### config.mk
export PLATFORM = sky130hd
export DESIGN_NAME = pulse_period_tachometer
export DESIGN_NICKNAME = d
export VERILOG_FILES = /design/src/rtl/ppt_pkg.sv /design/src/rtl/ppt_divider.sv /design/src/rtl/ppt_datapath.sv /design/src/rtl/ppt_ctrl.sv /design/src/rtl/pulse_period_tachometer.sv
export VERILOG_INCLUDE_DIRS = /design/src /design/src/rtl
export SDC_FILE = /design/constraint.sdc
export NUM_CORES = 2
export LEC_CHECK = 0
export ABC_AREA = 1
export BUFFER_PORTS_ARGS = -buffer_cell sky130_fd_sc_hd__buf_4
export CAP_MARGIN = 5
export CORE_MARGIN = 2
export CORE_UTILIZATION = 51
export DETAILED_ROUTE_END_ITERATION = 7
export GPL_TIMING_DRIVEN = 0
export PLACE_DENSITY = 0.67
export SYNTH_ARGS = -nofsm -noshare
export SYNTH_HDL_FRONTEND = slang
export SYNTH_SLANG_ARGS = --single-unit
### constraint.sdc
create_clock -name clk_i -period 14.01 [get_ports clk_i]
set_input_delay 0.7005 -clock clk_i [delete_from_list [all_inputs] [get_ports clk_i]]
set_output_delay 0.7005 -clock clk_i [all_outputs]
set_load 0.01 [all_outputs]
### src/rtl/pulse_period_tachometer_defines.svh
// assertion macros used by ppt_ctrl in the tachometer rtl
// no dependencies; include by bare file name
`ifndef PULSE_PERIOD_TACHOMETER_DEFINES_SVH
`define PULSE_PERIOD_TACHOMETER_DEFINES_SVH

// clocked assertion, off while reset is asserted
`define PPT_ASSERT(lbl, clk, rst_n, prop, msg) \
  lbl: assert property (@(posedge clk) disable iff (!rst_n) prop) else $error(msg);

// clocked assertion that also holds during reset
`define PPT_ASSERT_ALWAYS(lbl, clk, prop, msg) \
  lbl: assert property (@(posedge clk) prop) else $error(msg);

`endif

### src/rtl/ppt_pkg.sv
// types and constants for the pulse period tachometer
// no dependencies
`timescale 1ns / 1ps

package ppt_pkg;

  localparam int unsigned SPEED_W = 25;
  localparam int unsigned DIV_W   = 26;
  localparam int unsigned CAP_W   = 16;
  localparam int unsigned TIME_W  = 16;
  localparam int unsigned PPR_W   = 8;

  localparam logic [DIV_W-1:0]   US_PER_MINUTE = 26'd60000000;
  localparam logic [SPEED_W-1:0] SPEED_MAX     = 25'd30000000;

  localparam logic [TIME_W-1:0] OVF_TIME_RESET = 16'd50;
  localparam logic [PPR_W-1:0]  PPR_RESET      = 8'd2;
  localparam logic [TIME_W-1:0] STOP_TO_RESET  = 16'd2;

  localparam logic [1:0] CFG_OVF_TIME = 2'd0;
  localparam logic [1:0] CFG_PPR      = 2'd1;
  localparam logic [1:0] CFG_STOP_TO  = 2'd2;

  typedef enum logic [1:0] {
    MODE_OVF   = 2'd0,
    MODE_EDGE  = 2'd1,
    MODE_REARM = 2'd2,
    MODE_STOP  = 2'd3
  } mode_e;

  typedef struct packed {
    mode_e             mode;
    logic [CAP_W-1:0]  capture_value;
    logic [TIME_W-1:0] elapsed;
  } in_item_t;

  typedef struct packed {
    logic [SPEED_W-1:0] speed_rpm;
    logic               measuring;
    logic               stopped;
  } out_item_t;

  typedef struct packed {
    logic accept;
    logic calc_period;
    logic calc_scale;
    logic load_out;
  } ctrl_cmd_t;

  typedef struct packed {
    logic meas_start;
    logic div_done;
    logic out_free;
  } ctrl_status_t;

endpackage

### src/rtl/ppt_divider.sv
// iterative restoring divider, one quotient bit per cycle
// depends on ppt_pkg
`timescale 1ns / 1ps

module ppt_divider (
  input  logic                      clk_i,
  input  logic                      rst_ni,
  input  logic                      start_i,
  input  logic [ppt_pkg::DIV_W-1:0] dividend_i,
  input  logic [ppt_pkg::DIV_W-1:0] divisor_i,
  output logic [ppt_pkg::DIV_W-1:0] quotient_o,
  output logic                      done_o
);

  localparam int unsigned CW = $clog2(ppt_pkg::DIV_W);

  logic [ppt_pkg::DIV_W-1:0] quo_q, quo_d;
  logic [ppt_pkg::DIV_W-1:0] rem_q, rem_d;
  logic [ppt_pkg::DIV_W-1:0] dvs_q, dvs_d;
  logic [CW-1:0]             cnt_q, cnt_d;
  logic                      busy_q, busy_d;
  logic                      done_q, done_d;
  logic [ppt_pkg::DIV_W:0]   rem_sh;
  logic [ppt_pkg::DIV_W:0]   rem_sub;

  assign rem_sh  = {rem_q, quo_q[ppt_pkg::DIV_W-1]};
  assign rem_sub = rem_sh - {1'b0, dvs_q};

  always_comb begin
    quo_d  = quo_q;
    rem_d  = rem_q;
    dvs_d  = dvs_q;
    cnt_d  = cnt_q;
    busy_d = busy_q;
    done_d = done_q;
    if (start_i) begin
      quo_d  = dividend_i;
      rem_d  = '0;
      dvs_d  = divisor_i;
      cnt_d  = '0;
      busy_d = 1'b1;
      done_d = 1'b0;
    end else if (busy_q) begin
      // trial subtract, keep the difference when it does not borrow
      if (!rem_sub[ppt_pkg::DIV_W]) begin
        rem_d = rem_sub[ppt_pkg::DIV_W-1:0];
        quo_d = {quo_q[ppt_pkg::DIV_W-2:0], 1'b1};
      end else begin
        rem_d = rem_sh[ppt_pkg::DIV_W-1:0];
        quo_d = {quo_q[ppt_pkg::DIV_W-2:0], 1'b0};
      end
      cnt_d = cnt_q + 1'b1;
      if (cnt_q == CW'(ppt_pkg::DIV_W - 1)) begin
        busy_d = 1'b0;
        done_d = 1'b1;
      end
    end
  end

  always_ff @(posedge clk_i or negedge rst_ni) begin
    if (!rst_ni) begin
      cnt_q  <= '0;
      busy_q <= 1'b0;
      done_q <= 1'b0;
    end else begin
      cnt_q  <= cnt_d;
      busy_q <= busy_d;
      done_q <= done_d;
    end
  end

  always_ff @(posedge clk_i) begin
    quo_q <= quo_d;
    rem_q <= rem_d;
    dvs_q <= dvs_d;
  end

  assign quotient_o = quo_q;
  assign done_o     = done_q;

endmodule

### src/rtl/ppt_datapath.sv
// tachometer state, config registers, period arithmetic and output register
// depends on ppt_pkg and ppt_divider
`timescale 1ns / 1ps

module ppt_datapath #(
  parameter int unsigned OVERFLOW_BITS = 16
) (
  input  logic                       clk_i,
  input  logic                       rst_ni,
  input  logic                       cfg_we_i,
  input  logic [1:0]                 cfg_idx_i,
  input  logic [ppt_pkg::TIME_W-1:0] cfg_data_i,
  input  ppt_pkg::in_item_t          in_data_i,
  output logic                       out_valid_o,
  input  logic                       out_ready_i,
  output ppt_pkg::out_item_t         out_data_o,
  input  ppt_pkg::ctrl_cmd_t         cmd_i,
  output ppt_pkg::ctrl_status_t      status_o
);

  localparam int unsigned PW  = OVERFLOW_BITS + ppt_pkg::TIME_W + 1;
  localparam int unsigned PWX = (PW > ppt_pkg::DIV_W) ? PW : ppt_pkg::DIV_W + 1;
  localparam int unsigned MW  = OVERFLOW_BITS + ppt_pkg::TIME_W;
  localparam int unsigned SW  = ppt_pkg::DIV_W + ppt_pkg::PPR_W;

  logic [ppt_pkg::TIME_W-1:0]  ovf_time_q;
  logic [ppt_pkg::PPR_W-1:0]   ppr_q;
  logic [ppt_pkg::TIME_W-1:0]  stop_to_q;

  logic [OVERFLOW_BITS-1:0]    ovf_cnt_q, ovf_cnt_d;
  logic                        first_q, first_d;
  logic                        meas_done_q, meas_done_d;
  logic                        counting_q, counting_d;
  logic [ppt_pkg::TIME_W-1:0]  timeout_q, timeout_d;
  logic [ppt_pkg::SPEED_W-1:0] speed_q, speed_d;
  logic                        out_valid_q;
  ppt_pkg::out_item_t          out_q;

  logic [ppt_pkg::CAP_W-1:0]   cap_q;
  logic [PW-1:0]               period_q;
  logic                        zero_q;
  logic                        big_q;
  logic                        div_wr_q;

  logic [MW-1:0]               product;
  logic [PWX-1:0]              period_x;
  logic [ppt_pkg::PPR_W-1:0]   ppr_eff;
  logic [SW-1:0]               denom_full;
  logic [ppt_pkg::DIV_W-1:0]   quotient;
  logic                        div_done;
  logic [ppt_pkg::TIME_W-1:0]  to_left;

  // config registers
  always_ff @(posedge clk_i or negedge rst_ni) begin
    if (!rst_ni) begin
      ovf_time_q <= ppt_pkg::OVF_TIME_RESET;
      ppr_q      <= ppt_pkg::PPR_RESET;
      stop_to_q  <= ppt_pkg::STOP_TO_RESET;
    end else if (cfg_we_i) begin
      case (cfg_idx_i)
        ppt_pkg::CFG_OVF_TIME: ovf_time_q <= cfg_data_i;
        ppt_pkg::CFG_PPR:      ppr_q      <= cfg_data_i[ppt_pkg::PPR_W-1:0];
        ppt_pkg::CFG_STOP_TO:  stop_to_q  <= cfg_data_i;
        default: ;
      endcase
    end
  end

  // per-item state update and the write of the division result
  always_comb begin
    ovf_cnt_d   = ovf_cnt_q;
    first_d     = first_q;
    meas_done_d = meas_done_q;
    counting_d  = counting_q;
    timeout_d   = timeout_q;
    speed_d     = speed_q;
    to_left     = (in_data_i.elapsed >= timeout_q) ? '0 : timeout_q - in_data_i.elapsed;
    if (cmd_i.accept) begin
      case (in_data_i.mode)
        ppt_pkg::MODE_OVF: begin
          if (counting_q) ovf_cnt_d = ovf_cnt_q + 1'b1;
        end
        ppt_pkg::MODE_EDGE: begin
          if (!meas_done_q) begin
            timeout_d = stop_to_q;
            if (first_q) begin
              meas_done_d = 1'b1;
              first_d     = 1'b0;
              counting_d  = 1'b0;
            end else begin
              ovf_cnt_d  = '0;
              first_d    = 1'b1;
              counting_d = 1'b1;
            end
          end
        end
        ppt_pkg::MODE_REARM: begin
          if (meas_done_q) begin
            meas_done_d = 1'b0;
            ovf_cnt_d   = '0;
          end
        end
        ppt_pkg::MODE_STOP: begin
          if (timeout_q != '0) timeout_d = to_left;
          if (timeout_d == '0) speed_d = '0;
        end
        default: ;
      endcase
    end else if (status_o.div_done) begin
      // result of the measurement, saturated at both ends
      if (zero_q) begin
        speed_d = ppt_pkg::SPEED_MAX;
      end else if (big_q) begin
        speed_d = '0;
      end else if (quotient > ppt_pkg::DIV_W'(ppt_pkg::SPEED_MAX)) begin
        speed_d = ppt_pkg::SPEED_MAX;
      end else begin
        speed_d = quotient[ppt_pkg::SPEED_W-1:0];
      end
    end
  end

  // speed is written once per division
  always_ff @(posedge clk_i or negedge rst_ni) begin
    if (!rst_ni) begin
      div_wr_q <= 1'b0;
    end else if (cmd_i.calc_scale) begin
      div_wr_q <= 1'b1;
    end else if (div_done) begin
      div_wr_q <= 1'b0;
    end
  end

  always_ff @(posedge clk_i or negedge rst_ni) begin
    if (!rst_ni) begin
      ovf_cnt_q   <= '0;
      first_q     <= 1'b0;
      meas_done_q <= 1'b0;
      counting_q  <= 1'b0;
      timeout_q   <= '0;
      speed_q     <= '0;
    end else begin
      ovf_cnt_q   <= ovf_cnt_d;
      first_q     <= first_d;
      meas_done_q <= meas_done_d;
      counting_q  <= counting_d;
      timeout_q   <= timeout_d;
      speed_q     <= speed_d;
    end
  end

  // period = overflows * overflow time + capture, then scaled by pulses per rev
  assign product    = MW'(ovf_cnt_q) * MW'(ovf_time_q);
  assign period_x   = PWX'(period_q);
  assign ppr_eff    = (ppr_q == '0) ? ppt_pkg::PPR_W'(1) : ppr_q;
  assign denom_full = SW'(period_x[ppt_pkg::DIV_W-1:0]) * SW'(ppr_eff);

  always_ff @(posedge clk_i) begin
    if (cmd_i.accept) cap_q <= in_data_i.capture_value;
    if (cmd_i.calc_period) period_q <= PW'(product) + PW'(cap_q);
    if (cmd_i.calc_scale) begin
      zero_q <= (period_q == '0);
      big_q  <= (|period_x[PWX-1:ppt_pkg::DIV_W]) |
                (|denom_full[SW-1:ppt_pkg::DIV_W]);
    end
  end

  ppt_divider u_div (
    .clk_i      (clk_i),
    .rst_ni     (rst_ni),
    .start_i    (cmd_i.calc_scale),
    .dividend_i (ppt_pkg::US_PER_MINUTE),
    .divisor_i  (denom_full[ppt_pkg::DIV_W-1:0]),
    .quotient_o (quotient),
    .done_o     (div_done)
  );

  // output register
  always_ff @(posedge clk_i or negedge rst_ni) begin
    if (!rst_ni) begin
      out_valid_q <= 1'b0;
    end else if (cmd_i.load_out) begin
      out_valid_q <= 1'b1;
    end else if (out_ready_i) begin
      out_valid_q <= 1'b0;
    end
  end

  always_ff @(posedge clk_i) begin
    if (cmd_i.load_out) begin
      out_q.speed_rpm <= speed_q;
      out_q.measuring <= counting_q;
      out_q.stopped   <= (timeout_q == '0);
    end
  end

  assign out_valid_o = out_valid_q;
  assign out_data_o  = out_q;

  assign status_o.meas_start = (in_data_i.mode == ppt_pkg::MODE_EDGE) &&
                               !meas_done_q && first_q;
  assign status_o.div_done   = div_done && div_wr_q;
  assign status_o.out_free   = !out_valid_q || out_ready_i;

endmodule

### src/rtl/ppt_ctrl.sv
// sequencing state machine for the tachometer
// depends on ppt_pkg and pulse_period_tachometer_defines.svh
`timescale 1ns / 1ps
`include "pulse_period_tachometer_defines.svh"

module ppt_ctrl (
  input  logic                  clk_i,
  input  logic                  rst_ni,
  input  logic                  in_valid_i,
  output logic                  in_ready_o,
  input  ppt_pkg::ctrl_status_t status_i,
  output ppt_pkg::ctrl_cmd_t    cmd_o
);

  typedef enum logic [4:0] {
    S_IDLE   = 5'b00001,
    S_PERIOD = 5'b00010,
    S_SCALE  = 5'b00100,
    S_DIV    = 5'b01000,
    S_LOAD   = 5'b10000
  } state_e;

  state_e state_q, state_d;
  logic   accept;

  assign in_ready_o = (state_q == S_IDLE);
  assign accept     = in_ready_o && in_valid_i;

  always_comb begin
    state_d           = state_q;
    cmd_o.accept      = 1'b0;
    cmd_o.calc_period = 1'b0;
    cmd_o.calc_scale  = 1'b0;
    cmd_o.load_out    = 1'b0;
    case (state_q)
      S_IDLE: begin
        if (accept) begin
          cmd_o.accept = 1'b1;
          state_d      = status_i.meas_start ? S_PERIOD : S_LOAD;
        end
      end
      S_PERIOD: begin
        cmd_o.calc_period = 1'b1;
        state_d           = S_SCALE;
      end
      S_SCALE: begin
        cmd_o.calc_scale = 1'b1;
        state_d          = S_DIV;
      end
      S_DIV: begin
        if (status_i.div_done) state_d = S_LOAD;
      end
      S_LOAD: begin
        if (status_i.out_free) begin
          cmd_o.load_out = 1'b1;
          state_d        = S_IDLE;
        end
      end
      default: state_d = S_IDLE;
    endcase
  end

  always_ff @(posedge clk_i or negedge rst_ni) begin
    if (!rst_ni) begin
      state_q <= S_IDLE;
    end else begin
      state_q <= state_d;
    end
  end

  `PPT_ASSERT(a_load_free, clk_i, rst_ni, cmd_o.load_out |-> status_i.out_free, "load into full output register")
  `PPT_ASSERT(a_meas_seq, clk_i, rst_ni, (accept && status_i.meas_start) |=> (state_q == S_PERIOD) ##1 (state_q == S_SCALE), "measurement sequence broken")
  `PPT_ASSERT(a_div_exit, clk_i, rst_ni, (state_q == S_DIV && status_i.div_done) |=> (state_q == S_LOAD), "divider finish not followed by load")
  `PPT_ASSERT_ALWAYS(a_no_accept_busy, clk_i, (state_q != S_IDLE) |-> !cmd_o.accept, "item taken while busy")

endmodule

### src/rtl/pulse_period_tachometer.sv
// top level of the pulse period tachometer
// depends on ppt_pkg, ppt_ctrl, ppt_datapath, ppt_divider
`timescale 1ns / 1ps

// Pulse period tachometer. Each input item (overflow tick, capture edge,
// re-arm check, stop-check tick) yields exactly one result item with the speed
// in rpm, the measuring flag and the stopped flag as they stand after that item.
// Items are taken one at a time. Ticks, re-arm checks and edges that do not
// close a measurement go from acceptance straight to the output load. The edge
// that closes a measurement passes through the period multiply-add, scaling
// by pulses per revolution, the restoring divider that forms 60000000 /
// (period * pulses per rev) one bit a cycle, and the output load. The output
// register lets the next item be accepted while a result still waits; a
// finished result waits in the controller only if the previous one has not
// yet been taken. Configuration is a plain write port (index 0 overflow time
// in us, 1 pulses per rev, 2 stop timeout); the user must write it only while
// idle, the block does not enforce this. No clearing pass is needed after reset.
module pulse_period_tachometer #(
  parameter int unsigned OVERFLOW_BITS = 16
) (
  input  logic                       clk_i,
  input  logic                       rst_ni,
  input  logic                       cfg_we_i,
  input  logic [1:0]                 cfg_idx_i,
  input  logic [ppt_pkg::TIME_W-1:0] cfg_data_i,
  input  logic                       in_valid_i,
  output logic                       in_ready_o,
  input  ppt_pkg::in_item_t          in_data_i,
  output logic                       out_valid_o,
  input  logic                       out_ready_i,
  output ppt_pkg::out_item_t         out_data_o
);

  // command and status between controller and datapath
  ppt_pkg::ctrl_cmd_t    cmd;
  ppt_pkg::ctrl_status_t status;

  ppt_ctrl u_ctrl (
    .clk_i      (clk_i),
    .rst_ni     (rst_ni),
    .in_valid_i (in_valid_i),
    .in_ready_o (in_ready_o),
    .status_i   (status),
    .cmd_o      (cmd)
  );

  // state, arithmetic and the output register
  ppt_datapath #(
    .OVERFLOW_BITS (OVERFLOW_BITS)
  ) u_dp (
    .clk_i       (clk_i),
    .rst_ni      (rst_ni),
    .cfg_we_i    (cfg_we_i),
    .cfg_idx_i   (cfg_idx_i),
    .cfg_data_i  (cfg_data_i),
    .in_data_i   (in_data_i),
    .out_valid_o (out_valid_o),
    .out_ready_i (out_ready_i),
    .out_data_o  (out_data_o),
    .cmd_i       (cmd),
    .status_o    (status)
  );

endmodule

==> flow_summary.ini <==
[outcome]
status = finished, violations left
violations = DRC

[worst_setup_path]
cp_slowest_cell = nor4_1
crit_arrival_ns = 7.65
endpoint_kind = register
critPathMaxStageDelay_ns = 0.76
crit_type = reg -> reg
critPathBufInv = 8
crit_family = adder cells
start_kind = register
required_ns = 14.28
critPathMaxFanout = 10
rrSetupSlack_ns = 6.62

[clock_network]
ctsResizeCount = 0
cts_tree = built
cts.clk_slew.worst_paths_ns = 0.07
ctsHtreeMaxLevel = 2
postCtsSetupRepairBufs = 0
cts_sinks = 269
clk_latency_ns = 0.56
root_buffer = clkbuf_16
postCtsHoldBufs = 0
cts_buffers = 34
clockBufferDepth = 3

[drt]
viasPerCell = 5.16
routed-via-count = 23900
ant_nets = 0
avgRoutedWirePerCell_um = 16.3
drtIter0Drc = 1855
dr.pass1.iters = 7
drc = 2
wirelength_mm = 75.7

[power]
seq_power_share = 0.181
netSwitchingFraction = 0.510
peakVddDrop_uv = 243
pwr_density_cell_nw_per_um2 = 213
power_uw = 6850
p_leak_uw = 0.0175
power_frac_comb = 0.688
power.switching_uw = 3490
p_int_uw = 3360
pwr-share-clk = 0.131

[synthesis]
syn_area_um2 = 29300
synthAdderAreaFrac = 0.334
synth_cell_types = 56
synthMuxAreaShare = 0
synth_top_family_by_area = adder cells
async_flop_share = 0.420
synth_xor_xnor_area_share = 0.0233
synth_area_per_cell_um2 = 7.88
synth_seq_cells = 269
synth_edf_count = 104
synth_nets = 4350
synth_simple_gate_area_frac = 0.197
synthCells = 3723
ys_seq_area_frac = 0.239
synth_warnings = 0
synth_flop_cell = dfrtp_1
synth_compound_area_frac = 0.0734

[timing]
hold_viol = 0
relSlewSlack = 0.399
fin_crit_sh = 0.527
hold_slack_ns = 0.0812
setup_viol = 0
max_freq_ghz = 0.135
period_minus_slack_ns = 7.39
tightestPinTransition_ns = 0.893
drv_slew = 0
finalSetupTns_ns = 0
rsz0062_at_grt = no
finalClockSkew_ns = 0.0385

[die]
start_util = 0.518
dieHeight_um = 244
fp.dieW_um = 244
core-area_um2 = 56600
die_area_um2 = 59500
ios = 86
rows = 87

[finish]
nets = 4479
seqCellArea_um2 = 7000
syn2layout_area_growth_pct = 9.71
fillCellCount = 5345
multi_input_area_um2 = 18500
final_layout_size_suffix_gt1_frac = 0.0560

[global_routing]
grt_max_degree = 67
grt_overflow = 0
grt_pass1_vias = 24600
grt_pass1_wl_mm = 125
grtUsageTotal = 0.266
grt_antenna_before_repair = 2

[run]
maxCapViolations = 0

[placement]
portBuffers = 85
gp_congestion = 0.942
hpwlAfterDp_mm = 60.7

[hold_path]
min_path_type = in -> async
## Yosys cell counts (all sizes together) (2+ instances only)
| cell type | number | area share |
|---|---|---|
| dfstp | 6 | 0.0054 |
| xnor2 | 25 | 0.0075 |
| or2 | 4 | 0.00085 |
| o31ai | 6 | 0.0015 |
| fa | 357 | 0.24 |
| nand2 | 992 | 0.13 |
| nor2 | 177 | 0.023 |
| a221oi | 2 | 0.00060 |
| nand4 | 28 | 0.0060 |
| buf | 34 | 0.0060 |
| dfrtp | 107 | 0.091 |
| o2111ai | 2 | 0.00060 |
| o21bai | 7 | 0.0018 |
| nand3b | 8 | 0.0020 |
| a21o | 13 | 0.0033 |
| nor3b | 4 | 0.0010 |
| nor4 | 22 | 0.0049 |
| xor2 | 53 | 0.016 |
| and2 | 3 | 0.00064 |
| a21boi | 3 | 0.00077 |
| a31oi | 12 | 0.0026 |
| nand3 | 123 | 0.022 |
| o21a | 3 | 0.00077 |
| ha | 213 | 0.091 |
| dfxtp | 52 | 0.035 |
| inv | 876 | 0.11 |
| edfxtp | 104 | 0.11 |
| a21oi | 131 | 0.023 |
| o22ai | 20 | 0.0043 |
| o21ai | 142 | 0.024 |
| clkbuf | 118 | 0.015 |
| o211ai | 21 | 0.0054 |
| nor3 | 32 | 0.0058 |
| a211oi | 2 | 0.00051 |
| a22oi | 14 | 0.0036 |
## layer usage
layer	wire [µm]	global-route usage	vias up
met5	9	0	-
li1	-	-	11600
met4	2840	0.102	2
met1	32600	0.350	11400
met2	35200	0.442	806
met3	5030	0.0397	160
## final timing paths
| path | cells after the start | from | endpoint |
|---|---|---|---|
| setup reg to reg | 25 | u_dp.ovf_time_q[1] | u_dp.period_q[28] |
| min in group clk_i | 1 | in_data_i[16] | u_dp.cap_q[0] |
| hold / removal | 1 | rst_ni | u_dp.ovf_cnt_q[13] |
| setup / recovery | 25 | u_dp.ovf_time_q[1] | u_dp.period_q[28] |
| hold reg to reg | 0 | u_dp.speed_q[21] | u_dp.out_data_o[23] |
| max in group asynchronous | 2 | rst_ni | u_ctrl.state_q[0] |
## power groups by stage
stage | clock (µW) | sequential, µW | combinational [µW]
2_1_floorplan | 0 | 1230 | 3440
3_3_place_gp | 0 | 1250 | 4610
3_5_place_dp | 0 | 1250 | 4670
4_1_cts | 914 | 1240 | 4710
5_1_grt | 946 | 1260 | 5380
6_report | 897 | 1240 | 4720
## layout make-up
cell class	count	area share
antenna	1	0.0000777
clock inverter	19	0.00653
inverter	877	0.102
timing repair buffer	93	0.0229
tap	756	0.0294
buffer	152	0.0192
clock buffer	43	0.0291
sequential	269	0.217
multi-input combinational	2425	0.573
## cells by family (layout without fill, tap and decap cells)
family / after synthesis / count (layout)
AND/OR/NAND/NOR: 1396 / 1396
flip-flops: 269 / 269
buffers and inverters: 1029 / 1184
XOR/XNOR: 78 / 78
adder cells (fa/ha/maj): 570 / 570
AO/OA/AOI/OAI: 381 / 381
other: 0 / 1
## layout by cell type, fill, tap and decap left out, types with 107 or more instances in the layout
cell	instances
dfrtp_1	107
nand3_1	118
nor2_1	171
inv_1	872
a21oi_1	129
fa_1	357
o21ai_0	139
ha_1	213
clkbuf_1	123
nand2_1	965
## registers in the layout, indices dropped and copies added, names as in the netlist, 5 cells and up
signal	flops
u_ctrl.state_q	5
u_dp.cap_q	16
u_dp.out_data_o	27
u_dp.ovf_cnt_q	16
u_dp.ovf_time_q	16
u_dp.period_q	33
u_dp.ppr_q	8
u_dp.speed_q	25
u_dp.stop_to_q	16
u_dp.timeout_q	16
u_dp.u_div.cnt_q	5
u_dp.u_div.dvs_q	26
u_dp.u_div.quotient_o	26
u_dp.u_div.rem_q	26
## stage by stage
| step | instances | setup slack, ns | instance area (µm²) | utilization |
|---|---|---|---|---|
| finish | 4635 | 6.62 | 32200 | 0.569 |
| global route | 4634 | 6.40 | 32200 | 0.569 |
| CTS | 4634 | 6.86 | 32200 | 0.569 |
| detailed placement | 4572 | 6.90 | 31000 | 0.548 |
| global placement | 4564 | 6.85 | 30900 | 0.546 |
| floorplan | 3723 | 8.06 | 29300 | - |
Power figures use the tool's default switching activity.
